--- src/hdl/tls_rx_pkg.sv ---
// Shared types, codes and limits for the TLS 1.2 record receive checker.
// No dependencies; compile first.
`default_nettype none

package tls_rx_pkg;

    // Record limits and AEAD framing
    localparam int MAX_PLAINTEXT  = 16384;
    localparam int MAX_CIPHERTEXT = 18432;
    localparam int TAG_BYTES      = 16;
    localparam logic [3:0] GCM_EXPLICIT_BYTES = 4'd8;

    // TLS alert descriptions
    localparam logic [7:0] ALERT_NONE         = 8'd0;
    localparam logic [7:0] ALERT_UNEXPECTED   = 8'd10;
    localparam logic [7:0] ALERT_BAD_MAC      = 8'd20;
    localparam logic [7:0] ALERT_REC_OVERFLOW = 8'd22;
    localparam logic [7:0] ALERT_DECODE       = 8'd50;
    localparam logic [7:0] ALERT_BAD_VERSION  = 8'd70;

    // Record content types
    localparam logic [7:0] CT_CCS       = 8'd20;
    localparam logic [7:0] CT_ALERT     = 8'd21;
    localparam logic [7:0] CT_HANDSHAKE = 8'd22;
    localparam logic [7:0] CT_APPDATA   = 8'd23;

    // Record version bytes
    localparam logic [7:0] VER_MAJOR_TLS  = 8'd3;
    localparam logic [7:0] VER_MINOR_TLS12 = 8'd3;
    localparam logic [7:0] VER_MINOR_TLS10 = 8'd1;

    // ChangeCipherSpec body
    localparam logic [15:0] CCS_LEN  = 16'd1;
    localparam logic [7:0]  CCS_BODY = 8'd1;

    // Configuration register indexes
    localparam int CFG_IDX_W = 3;
    localparam logic [CFG_IDX_W-1:0] REG_READ_ACTIVE = 3'd0;
    localparam logic [CFG_IDX_W-1:0] REG_AEAD_CHACHA = 3'd1;
    localparam logic [CFG_IDX_W-1:0] REG_IV_HIGH     = 3'd2;
    localparam logic [CFG_IDX_W-1:0] REG_IV_LOW      = 3'd3;
    localparam logic [CFG_IDX_W-1:0] REG_SEQ_LIMIT   = 3'd4;
    localparam int CFG_DATA_W = 64;

    typedef enum logic [2:0] {
        ST_DELIVER   = 3'd0,
        ST_DROPPED   = 3'd1,
        ST_OPEN      = 3'd2,
        ST_PROTO_ERR = 3'd3,
        ST_MAC_ERR   = 3'd4
    } status_t;

    typedef struct packed {
        logic        read_active;
        logic        aead_chacha;
        logic [31:0] iv_high;
        logic [63:0] iv_low;
        logic [63:0] seq_limit;
    } cfg_t;

    typedef struct packed {
        logic        kind;
        logic [7:0]  content_type;
        logic [7:0]  version_major;
        logic [7:0]  version_minor;
        logic [15:0] record_len;
        logic [7:0]  first_body_byte;
        logic [63:0] explicit_nonce;
        logic        tag_ok;
    } item_t;

    typedef struct packed {
        status_t     status;
        logic [7:0]  alert_code;
        logic [14:0] plain_len;
        logic [3:0]  body_offset;
        logic [63:0] seq_used;
        logic [31:0] nonce_high;
        logic [63:0] nonce_low;
    } result_t;

    typedef struct packed {
        logic        first_record;
        logic [63:0] read_seq;
        logic        open_pending;
        logic [7:0]  pending_type;
        logic [14:0] pending_len;
    } state_t;

endpackage

`default_nettype wire

--- src/hdl/tls_rx_eval.sv ---
// Single-pass check of one registered item against the record state.
// Depends on tls_rx_pkg.
`default_nettype none

module tls_rx_eval #(
    parameter int MAX_PLAINTEXT  = tls_rx_pkg::MAX_PLAINTEXT,
    parameter int MAX_CIPHERTEXT = tls_rx_pkg::MAX_CIPHERTEXT,
    parameter int TAG_BYTES      = tls_rx_pkg::TAG_BYTES
) (
    input  tls_rx_pkg::item_t   item,
    input  tls_rx_pkg::state_t  st,
    input  tls_rx_pkg::cfg_t    cfg,
    output tls_rx_pkg::result_t res,
    output tls_rx_pkg::state_t  st_next
);
    import tls_rx_pkg::*;

    logic [3:0]  expl_bytes;
    logic [16:0] len_ext;
    logic [16:0] len_max;
    logic [16:0] len_min;
    logic [16:0] prot_plen;
    logic        seq_exhausted;
    logic        bad_type;
    logic        bad_version;
    logic        empty_ctrl_pend;
    logic        empty_ctrl_hdr;

    always_comb
    begin
        expl_bytes    = cfg.aead_chacha ? 4'd0 : GCM_EXPLICIT_BYTES;
        len_ext       = {1'b0, item.record_len};
        len_max       = cfg.read_active ? 17'(MAX_CIPHERTEXT) : 17'(MAX_PLAINTEXT);
        len_min       = 17'(expl_bytes) + 17'(TAG_BYTES);
        prot_plen     = len_ext - len_min;
        seq_exhausted = (st.read_seq == '1)
                     || (!cfg.aead_chacha && (st.read_seq >= cfg.seq_limit));
        bad_type      = (item.content_type < CT_CCS) || (item.content_type > CT_APPDATA)
                     || (item.version_major != VER_MAJOR_TLS);
        bad_version   = (item.version_minor != VER_MINOR_TLS12)
                     && !(st.first_record && !cfg.read_active
                          && (item.version_minor == VER_MINOR_TLS10));
        empty_ctrl_pend = ((st.pending_type == CT_HANDSHAKE)
                        || (st.pending_type == CT_ALERT)) && (st.pending_len == '0);
        empty_ctrl_hdr  = ((item.content_type == CT_HANDSHAKE)
                        || (item.content_type == CT_ALERT)) && (item.record_len == '0);
    end

    always_comb
    begin
        res            = '0;
        res.status     = ST_DELIVER;
        res.alert_code = ALERT_NONE;
        st_next        = st;
        st_next.open_pending = 1'b0;

        if (item.kind)
        begin
            // Open result from the cipher
            priority if (!st.open_pending)
            begin
                res.status     = ST_PROTO_ERR;
                res.alert_code = ALERT_UNEXPECTED;
            end
            else if (!item.tag_ok)
            begin
                res.status     = ST_MAC_ERR;
                res.alert_code = ALERT_BAD_MAC;
            end
            else
            begin
                st_next.read_seq = st.read_seq + 64'd1;
                if (empty_ctrl_pend)
                begin
                    res.status     = ST_PROTO_ERR;
                    res.alert_code = ALERT_UNEXPECTED;
                end
                else
                begin
                    st_next.first_record = 1'b0;
                    res.status = ((st.pending_len == '0) && (st.pending_type == CT_APPDATA))
                               ? ST_DROPPED : ST_DELIVER;
                    res.plain_len   = st.pending_len;
                    res.body_offset = expl_bytes;
                end
            end
        end
        else
        begin
            // Record header
            priority if (bad_type)
            begin
                res.status     = ST_PROTO_ERR;
                res.alert_code = ALERT_UNEXPECTED;
            end
            else if (bad_version)
            begin
                res.status     = ST_PROTO_ERR;
                res.alert_code = ALERT_BAD_VERSION;
            end
            else if (len_ext > len_max)
            begin
                res.status     = ST_PROTO_ERR;
                res.alert_code = ALERT_REC_OVERFLOW;
            end
            else if (item.content_type == CT_CCS)
            begin
                priority if (cfg.read_active)
                begin
                    res.status     = ST_PROTO_ERR;
                    res.alert_code = ALERT_UNEXPECTED;
                end
                else if ((item.record_len != CCS_LEN) || (item.first_body_byte != CCS_BODY))
                begin
                    res.status     = ST_PROTO_ERR;
                    res.alert_code = ALERT_DECODE;
                end
                else
                begin
                    st_next.first_record = 1'b0;
                    res.plain_len        = 15'd1;
                end
            end
            else if (cfg.read_active)
            begin
                priority if (len_ext < len_min)
                begin
                    res.status     = ST_PROTO_ERR;
                    res.alert_code = ALERT_DECODE;
                end
                else if (seq_exhausted)
                begin
                    res.status     = ST_PROTO_ERR;
                    res.alert_code = ALERT_UNEXPECTED;
                end
                else if (prot_plen > 17'(MAX_PLAINTEXT))
                begin
                    res.status     = ST_PROTO_ERR;
                    res.alert_code = ALERT_REC_OVERFLOW;
                end
                else
                begin
                    st_next.open_pending = 1'b1;
                    st_next.pending_type = item.content_type;
                    st_next.pending_len  = prot_plen[14:0];
                    res.status      = ST_OPEN;
                    res.plain_len   = prot_plen[14:0];
                    res.body_offset = expl_bytes;
                    res.seq_used    = st.read_seq;
                    res.nonce_high  = cfg.iv_high;
                    res.nonce_low   = cfg.aead_chacha ? (cfg.iv_low ^ st.read_seq)
                                                      : item.explicit_nonce;
                end
            end
            else if ((item.content_type == CT_APPDATA) || empty_ctrl_hdr)
            begin
                res.status     = ST_PROTO_ERR;
                res.alert_code = ALERT_UNEXPECTED;
            end
            else
            begin
                st_next.first_record = 1'b0;
                res.plain_len        = item.record_len[14:0];
            end
        end
    end

endmodule

`default_nettype wire

--- config.mk ---
export PLATFORM = sky130hd
export DESIGN_NAME = tls_rx_eval
export DESIGN_NICKNAME = d
export VERILOG_FILES = /design/src/hdl/tls_rx_pkg.sv /design/src/hdl/tls_rx_eval.sv
export SDC_FILE = /design/constraint.sdc
export NUM_CORES = 1
export LEC_CHECK = 0
export BUFFER_PORTS_ARGS = -buffer_cell sky130_fd_sc_hd__buf_2
export CORE_AREA = 2 2 253 255
export DETAILED_ROUTE_END_ITERATION = 8
export DIE_AREA = 0 0 255 257
export SETUP_SLACK_MARGIN = 0.4
export SLEW_MARGIN = 20
export SYNTH_ARGS = -nofsm -noshare
export SYNTH_HDL_FRONTEND = slang
export SYNTH_SLANG_ARGS = --single-unit
--- constraint.sdc ---
create_clock -name vclk -period 7.1
set_clock_uncertainty 0.15 [all_clocks]
set_input_delay 1.065 -clock vclk [all_inputs]
set_output_delay 1.065 -clock vclk [all_outputs]
set_load 0.05 [all_outputs]
==> results of run 1 <==
[per-layer routing]
metal | up-vias | track usage | part of all wire
met1 | 4309 | 0.142 | 0.41
li1 | 4766 | - | -
met4 | 2 | 0.0427 | 0.040
met2 | 539 | 0.213 | 0.48
met3 | 64 | 0.0116 | 0.068
met5 | - | 0 | 0.00031
[power by group through the flow]
stage	Combinational, mW	Clock (mW)	Sequential (mW)
after floorplan	0.298	0	0
after global placement	0.550	0	0
after detailed placement	0.553	0	0
after CTS	0.555	0	0
after global routing	0.600	0.0000000754	0
final	0.553	0.0000000757	0
[final timing paths]
kind  startpoint         end  slack, ns  cells past startpoint
min        st[4]  st_next[4]       2.37                      4
max     item[76]     res[80]       0.93                     15
[logic make-up after synthesis]
family                     Yosys count  share of synthesized area
other                                1                   0.000574
xor gates and xnor gates           137                      0.184
AOI/OAI and AO/OA                  180                      0.185
adders and majority gates           68                      0.130
and+or+nand+nor                    494                      0.402
buffers and inverters              141                     0.0974
muxes                                1                    0.00172
[critical path, delay by kind of cell]
kind            cells  cell delay (ns)
xor+xnor            1             0.25
compound gates      1             0.51
simple gates        5             1.11
fa+ha+maj           2             0.59
buf+inv             6             1.38
[layout make-up]
class                      count  area [um^2]  share of cell area
timing repair buffer         657         3530               0.326
inverter                      82          309              0.0285
tap                          846         1060              0.0977
antenna                        4         10.0            0.000924
multi-input combinational    885         5930               0.547
[synthesized netlist by cell type (5+ instances only)]
cell,instances,area share
inv_1,81,0.047
xor2_1,14,0.019
buf_4,6,0.0069
buf_2,20,0.015
and4_1,7,0.0094
nand2b_1,11,0.011
nor3_1,29,0.022
a22oi_1,12,0.014
o22ai_1,5,0.0048
nand4_1,34,0.033
o21ai_0,29,0.022
nor2_1,113,0.065
a21oi_1,28,0.021
a211oi_1,68,0.078
and3_1,19,0.018
clkbuf_1,25,0.014
nor4_1,11,0.011
ha_1,68,0.13
nand2_1,99,0.057
a31oi_1,10,0.0096
buf_6,8,0.014
nand3_1,32,0.024
xnor2_1,123,0.16
and2_1,99,0.095
==> metrics.md, run 1 <==
| Metric | Value |
|---|---|
| Period utilisation layout | 0.869 |
| Clock power share | 0 |
| Pin count of the biggest net entering global routing | 103 |
| Min Clock Period, post-route | 6.17 ns |
| DRC viols | 0 |
| WP data arrival | 4.95 ns |
| Commonest cells after routing, fill and taps aside | buf_2 (627), xnor2_1 (123), nor2_1 (113), and2_1 (99), nand2_1 (99) |
| Worst Hold Class | input port to primary output |
| Routed via count | 9680 |
| Row count | 92 |
| Vias in the first global route | 9041 |
| Total congestion overflow | 0 |
| Die W | 255 um |
| Slew Limit Headroom | 0.383 |
| Critical-path top delay cell | o21ai_2 |
| Final WL | 42200 um |
| Final Instance Area | 10800 um^2 |
| RSZ-0062 raised after global routing | no |
| Startpoint Class | input port |
| Worst VDD drop | 0.0312 mV |
| Synth unique cells | 63 |
| GRT Util Overall | 0.118 |
| Critical Path Max Stage Delay | 0.51 ns |
| Placer Congestion | 0.883 |
| Setup WS pre-CTS | 0.920 ns |
| Placed cell area | 10800 um^2 |
| Sequential share of the synthesized area | 0 |
| Slew @ Worst Pin | 0.918 ns |
| Layout Nets | 2059 |
| Layout area overhead | 65.7% |
| Fillers | 7183 |
| Max Fclk | 0.162 GHz |
| Non-Filler Instances | 2474 |
| Post-DP HPWL | 36800 um |
| Combinational power share | 1.000 |
| Initial antenna violation count | 5 |
| Pwr dens | 51.0 nW/um^2 |
| Commonest non-fill, non-tap cell in the layout | buf_2 |
| FFs & Latches | 0 |
| Final worst slack | 0.934 ns |
| DRT antenna net count | 0 |
| Drt pass-1 iters | 5 |
| Mean Syn Cell Area | 6.40 um^2 |
| Io pins | 644 |
| Syn. warnings | 0 |
| DIE AREA | 65500 um^2 |
| Power, Total | 0.553 mW |
| Internal Power | 0.198 mW |
| Critical-path cell list | buf_2, inv_1, ha_1, inv_1, ha_1, xor2_1, nand4b_1, nor4b_1, nand4_1, o21ai_2, nand4_1, clkinv_2, buf_4, and2_1, buf_2 |
| Cts hold-fix bufs | 0 |
| Post-synthesis cell count | 1022 |
| Final setup vio count | 0 |
| Post-CTS Setup Inserts | 0 |
| Share of layout cells above drive strength 1 | 0.413 |
| Placed instance count | 2470 |
| Critical path class | input port to primary output |
| CP Capture Type | primary output |
| Leakage power | 5.60 nW |
| Routed vias/inst | 3.91 |
| Cell area after synthesis | 6540 um^2 |
| Initial Util | 0.104 |
| Final hold violations | 0 |
| Fin util | 0.173 |
| CP Max Fanout | 34 |
| Core area | 62700 um^2 |
| Max Cap Viol | 0 |
| NetSw | 0.355 mW |
| First-pass GRT wire length | 57800 um |
| Max-slew violations | 0 |
| Sw Ratio | 0.642 |
| Total Neg Setup Slack | 0 ns |
| Flop pwr share | 0 |
| Die Y | 257 um |
| Port Buffer Count | 639 |
| Hold_ws | 2.37 ns |
| Final-layout clock buffer total | 0 |
| Status | finished clean |
| Total area of sequential cells | 0 um^2 |
| Resize count post-CTS | 0 |
| Routed length per instance | 17.0 um |
| Initial DRC count | 591 |
| Data required, critical path | 5.88 ns |
Note: power is estimated with default switching activity, not from simulation.
==> run 2, diff against run 1 <==
--- a/config.mk
+++ b/config.mk
@@ -6,9 +6,9 @@
 export NUM_CORES = 1
 export LEC_CHECK = 0
 export BUFFER_PORTS_ARGS = -buffer_cell sky130_fd_sc_hd__buf_2
-export CORE_AREA = 2 2 253 255
+export CORE_AREA = 3 3 246 248
 export DETAILED_ROUTE_END_ITERATION = 8
-export DIE_AREA = 0 0 255 257
+export DIE_AREA = 0 0 249 251
 export SETUP_SLACK_MARGIN = 0.4
 export SLEW_MARGIN = 20
 export SYNTH_ARGS = -nofsm -noshare
==> run 2 against run 1 <==
Effect of this change: routed wire length up 0.45%; global-route usage up 0.68 points; via count is essentially flat; die area shrank 4.6%; critical path type unchanged; largest cell class unchanged.
==> metrics.md, run 2 (synthesis results as in run 1) <==
| Metric | Value |
|---|---|
| WP data arrival | 4.63 ns |
| Io pins | 644 |
| GRT Util Overall | 0.124 |
| Critical path class | input port to primary output |
| Max Fclk | 0.171 GHz |
| Pin count of the biggest net entering global routing | 83 |
| Drt pass-1 iters | 5 |
| Final hold violations | 0 |
| DIE AREA | 62500 um^2 |
| Initial antenna violation count | 3 |
| Post-CTS Setup Inserts | 0 |
| Total congestion overflow | 0 |
| Layout area overhead | 64.7% |
| Initial Util | 0.111 |
| Layout Nets | 2065 |
| Total Neg Setup Slack | 0 ns |
| Final setup vio count | 0 |
| Commonest cells after routing, fill and taps aside | buf_2 (629), xnor2_1 (123), nor2_1 (113), and2_1 (99), nand2_1 (99) |
| CP Capture Type | primary output |
| Critical-path cell list | buf_2, inv_1, ha_1, nand2b_1, a2111oi_0, nor4_1, o211ai_1, a41o_1, nand4_1, buf_4, a211oi_1, buf_2 |
| Commonest non-fill, non-tap cell in the layout | buf_2 |
| DRT antenna net count | 0 |
| Data required, critical path | 5.88 ns |
| RSZ-0062 raised after global routing | no |
| Routed via count | 9686 |
| Worst Hold Class | input port to primary output |
| DRC viols | 0 |
| Crit path max-delay family | compound AO/OA/AOI/OAI gates |
| WP depth | 12 |
| Max-slew violations | 0 |
| Critical Path Max Stage Delay | 0.55 ns |
| Startpoint Class | input port |
| Share of layout cells above drive strength 1 | 0.415 |
| Post-DP HPWL | 37600 um |
| Final-layout clock buffer total | 0 |
| Port Buffer Count | 639 |
| Critical-path top delay cell | a2111oi_0 |
| Cts hold-fix bufs | 0 |
| Initial DRC count | 647 |
| Total area of sequential cells | 0 um^2 |
| Slew Limit Headroom | 0.325 |
| Worst path most repeated cell | buf_2 |
| Hold_ws | 2.38 ns |
| Row count | 89 |
| FFs & Latches | 0 |
| CP Max Fanout | 47 |
| Routed length per instance | 17.6 um |
| Die Y | 251 um |
| First-pass GRT wire length | 60100 um |
| Placer Congestion | 0.969 |
| Die W | 249 um |
| Hold path cells | 4 |
| Resize count post-CTS | 0 |
| Status | finished clean |
| Crit path capture | res[6] |
| Period utilisation layout | 0.824 |
| Slew @ Worst Pin | 1.01 ns |
| Final WL | 42300 um |
| Vias in the first global route | 9246 |
| Max Cap Viol | 0 |
| CP Buf/Inv Count | 4 |
| Core area | 58700 um^2 |
| Routed vias/inst | 4.03 |
| Min Clock Period, post-route | 5.85 ns |
| Start point of the critical path | st[24] |
==> run 2: cell types whose count changed in the layout (fill, tap and decap cells not counted) <==
| cell | change |
|---|---|
| buf_4 | +5 |
| buf_2 | +2 |
| buf_12 | -1 |
| diode_2 | -1 |
==> run 2: worst min path at each step <==
stage	start	end	slack [ns]
after detailed placement	st[15]	st_next[15]	2.38
after global placement	st[15]	st_next[15]	2.38
after global routing	item[0]	res[189]	2.40
after floorplan	item[0]	res[189]	2.16
after CTS	st[15]	st_next[15]	2.38
final	st[15]	st_next[15]	2.38
==> run 2: per-stage QoR <==
step                worst slack, ns   util  cell area, um^2  cells
detailed placement             1.08  0.183            10800   2403
global placement               1.04  0.183            10800   2403
finish                         1.25  0.183            10800   2406
floorplan                      1.33      -             6550   1026
global route                  0.946  0.183            10800   2404
CTS                            1.07  0.183            10800   2403
==> run 2: final cells by class <==
cell class,instances,area [um^2]
diodes,3,7.51
well taps,773,967
multi-input cells,885,5930
repair buffers,663,3550
fillers,6802,47900
inverters,82,309
==> run 2: routing by layer <==
metal  vias up  GRT usage  part of all wire
met5         -          0                 0
li1       4772          -                 -
met1      4361      0.150              0.40
met4         0     0.0257             0.022
met2       519      0.234              0.51
met3        34     0.0160             0.068
==> run 2: tightest hold or removal path, delay by kind of cell <==
| family | cells | cell delay, ns |
|---|---|---|
| buf+inv | 2 | 0.31 |
| simple gates | 2 | 0.09 |
==> run 3, diff against run 2 <==
--- a/config.mk
+++ b/config.mk
@@ -6,9 +6,9 @@
 export NUM_CORES = 1
 export LEC_CHECK = 0
 export BUFFER_PORTS_ARGS = -buffer_cell sky130_fd_sc_hd__buf_2
-export CORE_AREA = 3 3 246 248
+export CORE_AREA = 3 3 249 251
 export DETAILED_ROUTE_END_ITERATION = 8
-export DIE_AREA = 0 0 249 251
+export DIE_AREA = 0 0 252 254
 export SETUP_SLACK_MARGIN = 0.4
 export SLEW_MARGIN = 20
 export SYNTH_ARGS = -nofsm -noshare
==> constraint.sdc (replaced) <==
create_clock -name vclk -period 5.42
set_clock_uncertainty 0.15 [all_clocks]
set_input_delay 0.813 -clock vclk [all_inputs]
set_output_delay 0.813 -clock vclk [all_outputs]
set_load 0.05 [all_outputs]
==> run 3 against run 2 <==
Effect of this change: critical path depth unchanged; largest cell class unchanged; clock-buffer cell count unchanged; global-route usage decreased by 0.080 points; final cell count increased by 1.4%; critical endpoint is now res[182]; final area increased by 5.4%.
==> metrics.md, run 3 (synthesis results as in run 1) <==
| Metric | Value |
|---|---|
| Io pins | 644 |
| GRT Util Overall | 0.124 |
| Global routing met1 resource utilization | 0.155 |
| Max-slew violations | 0 |
| FFs & Latches | 0 |
| Placer Congestion | 0.929 |
| Initial antenna violation count | 3 |
| Final-layout clock buffer total | 0 |
| Die W | 252 um |
| Worst VDD drop | 0.0333 mV |
| GR Util met3 | 0.0122 |
| Pwr dens | 65.6 nW/um^2 |
| RSZ-0062 raised after global routing | no |
| Slew Limit Headroom | 0.313 |
| DRT antenna net count | 0 |
| DIE AREA | 64000 um^2 |
| Total Neg Setup Slack | 0 ns |
| Initial Util | 0.109 |
| DRC viols | 0 |
| Max Fclk | 0.205 GHz |
| WP depth | 12 |
| Core area | 60100 um^2 |
| Gr busiest metal | met2 |
| Ant diodes | 0 |
| Hold_ws | 1.87 ns |
| Critical-path cell list | buf_2, inv_1, ha_1, nand4_1, nor4bb_4, buf_4, o211ai_1, a41o_4, and2_1, or4_1, a31oi_1, clkbuf_4 |
| Critical path class | input port to primary output |
| Vias in the first global route | 9144 |
| Row count | 90 |
| Final hold violations | 0 |
| Status | finished clean |
| Max Cap Viol | 0 |
| Total area of sequential cells | 0 um^2 |
| CP Buf/Inv Count | 4 |
| Final setup vio count | 0 |
| Leakage power | 5.87 nW |
| Pin count of the biggest net entering global routing | 82 |
| Total congestion overflow | 0 |
| Die Y | 254 um |
| Routed length per instance | 17.9 um |
| Commonest cells after routing, fill and taps aside | buf_2 (608), xnor2_1 (122), nor2_1 (113), and2_1 (99), nand2_1 (99) |
| Commonest non-fill, non-tap cell in the layout | buf_2 |
| Data required, critical path | 4.46 ns |
| Routed vias/inst | 4.06 |
| CP Max Fanout | 5 |
| Post-DP HPWL | 38500 um |
| Startpoint Class | input port |
| Drt pass-1 iters | 5 |
| Slew @ Worst Pin | 1.02 ns |
| M2 GR Usage | 0.228 |
| CP Capture Type | primary output |
| Min Clock Period, post-route | 4.87 ns |
| First-pass GRT wire length | 60000 um |
| Critical Path Max Stage Delay | 0.55 ns |
| Crit path capture | res[182] |
| Initial DRC count | 541 |
| Period utilisation layout | 0.899 |
| Port Buffer Count | 639 |
| Layout Nets | 2092 |
| Critical-path top delay cell | or4_1 |
| Share of layout cells above drive strength 1 | 0.435 |
| WP data arrival | 3.91 ns |
| Power, Total | 0.744 mW |
| Worst Hold Class | input port to primary output |
| Routed via count | 9913 |
| Layout area overhead | 73.6% |
| Start point of the critical path | cfg[31] |
| Crit path max-delay family | simple AND/OR/NAND/NOR gates |
| Final WL | 43700 um |
[run 3: cell types whose count changed in the layout (fill, tap and decap cells not counted), moves of 3 or more]
| cell | change |
|---|---|
| a211oi_1 | -5 |
| clkbuf_4 | +3 |
| buf_12 | +15 |
| buf_4 | +30 |
| buf_2 | -21 |
| o21ai_0 | -7 |
| a211oi_2 | +5 |
| diode_2 | -3 |
| o21ai_1 | +7 |
[run 3: power by group]
group          total, mW  internal [mW]  leakage [nW]  switching (mW)
Sequential             0              0             0               0
Clock                  0              0             0               0
Combinational      0.744          0.274          5.87           0.471
Total              0.744          0.274          5.87           0.471
[run 3: how the worst min path moves through the flow]
stage	from	endpoint	depth (start not counted)
after floorplan	item[0]	res[189]	1
after global placement	st[4]	st_next[4]	4
after detailed placement	st[6]	st_next[6]	4
after CTS	st[6]	st_next[6]	4
after global routing	st[6]	st_next[6]	4
final	st[6]	st_next[6]	4
[run 3: layer usage]
metal  up-vias  wire length (um)
met5         -                 0
met4         0              1170
met3        49              3150
met2       551             21600
met1      4476             17900
li1       4837                 -
[run 3: through the flow]
stage	std cells	utilization	instance area [um^2]	setup WS, ns
final	2439	0.189	11300	0.548
after detailed placement	2436	0.186	11200	0.0529
after floorplan	1026	-	6550	0.154
after global routing	2439	0.189	11300	0.358
after CTS	2438	0.187	11200	0.392
after global placement	2436	0.186	11200	0.0746
[run 3: area by class of cell]
type / instances / area (um^2)
timing repair buffer: 690 / 4000
tap: 782 / 978
multi-input combinational: 885 / 6060
fill: 6891 / 48800
inverter: 82 / 313
[run 3: repair_timing]
item / 4_1_cts / 5_1_grt
gates resized for setup: 9 / 23
setup endpoints to repair: 162 / 143
pin swaps: 1 / 1
buffers inserted: 2 / 1
hold buffers: 0 / 0
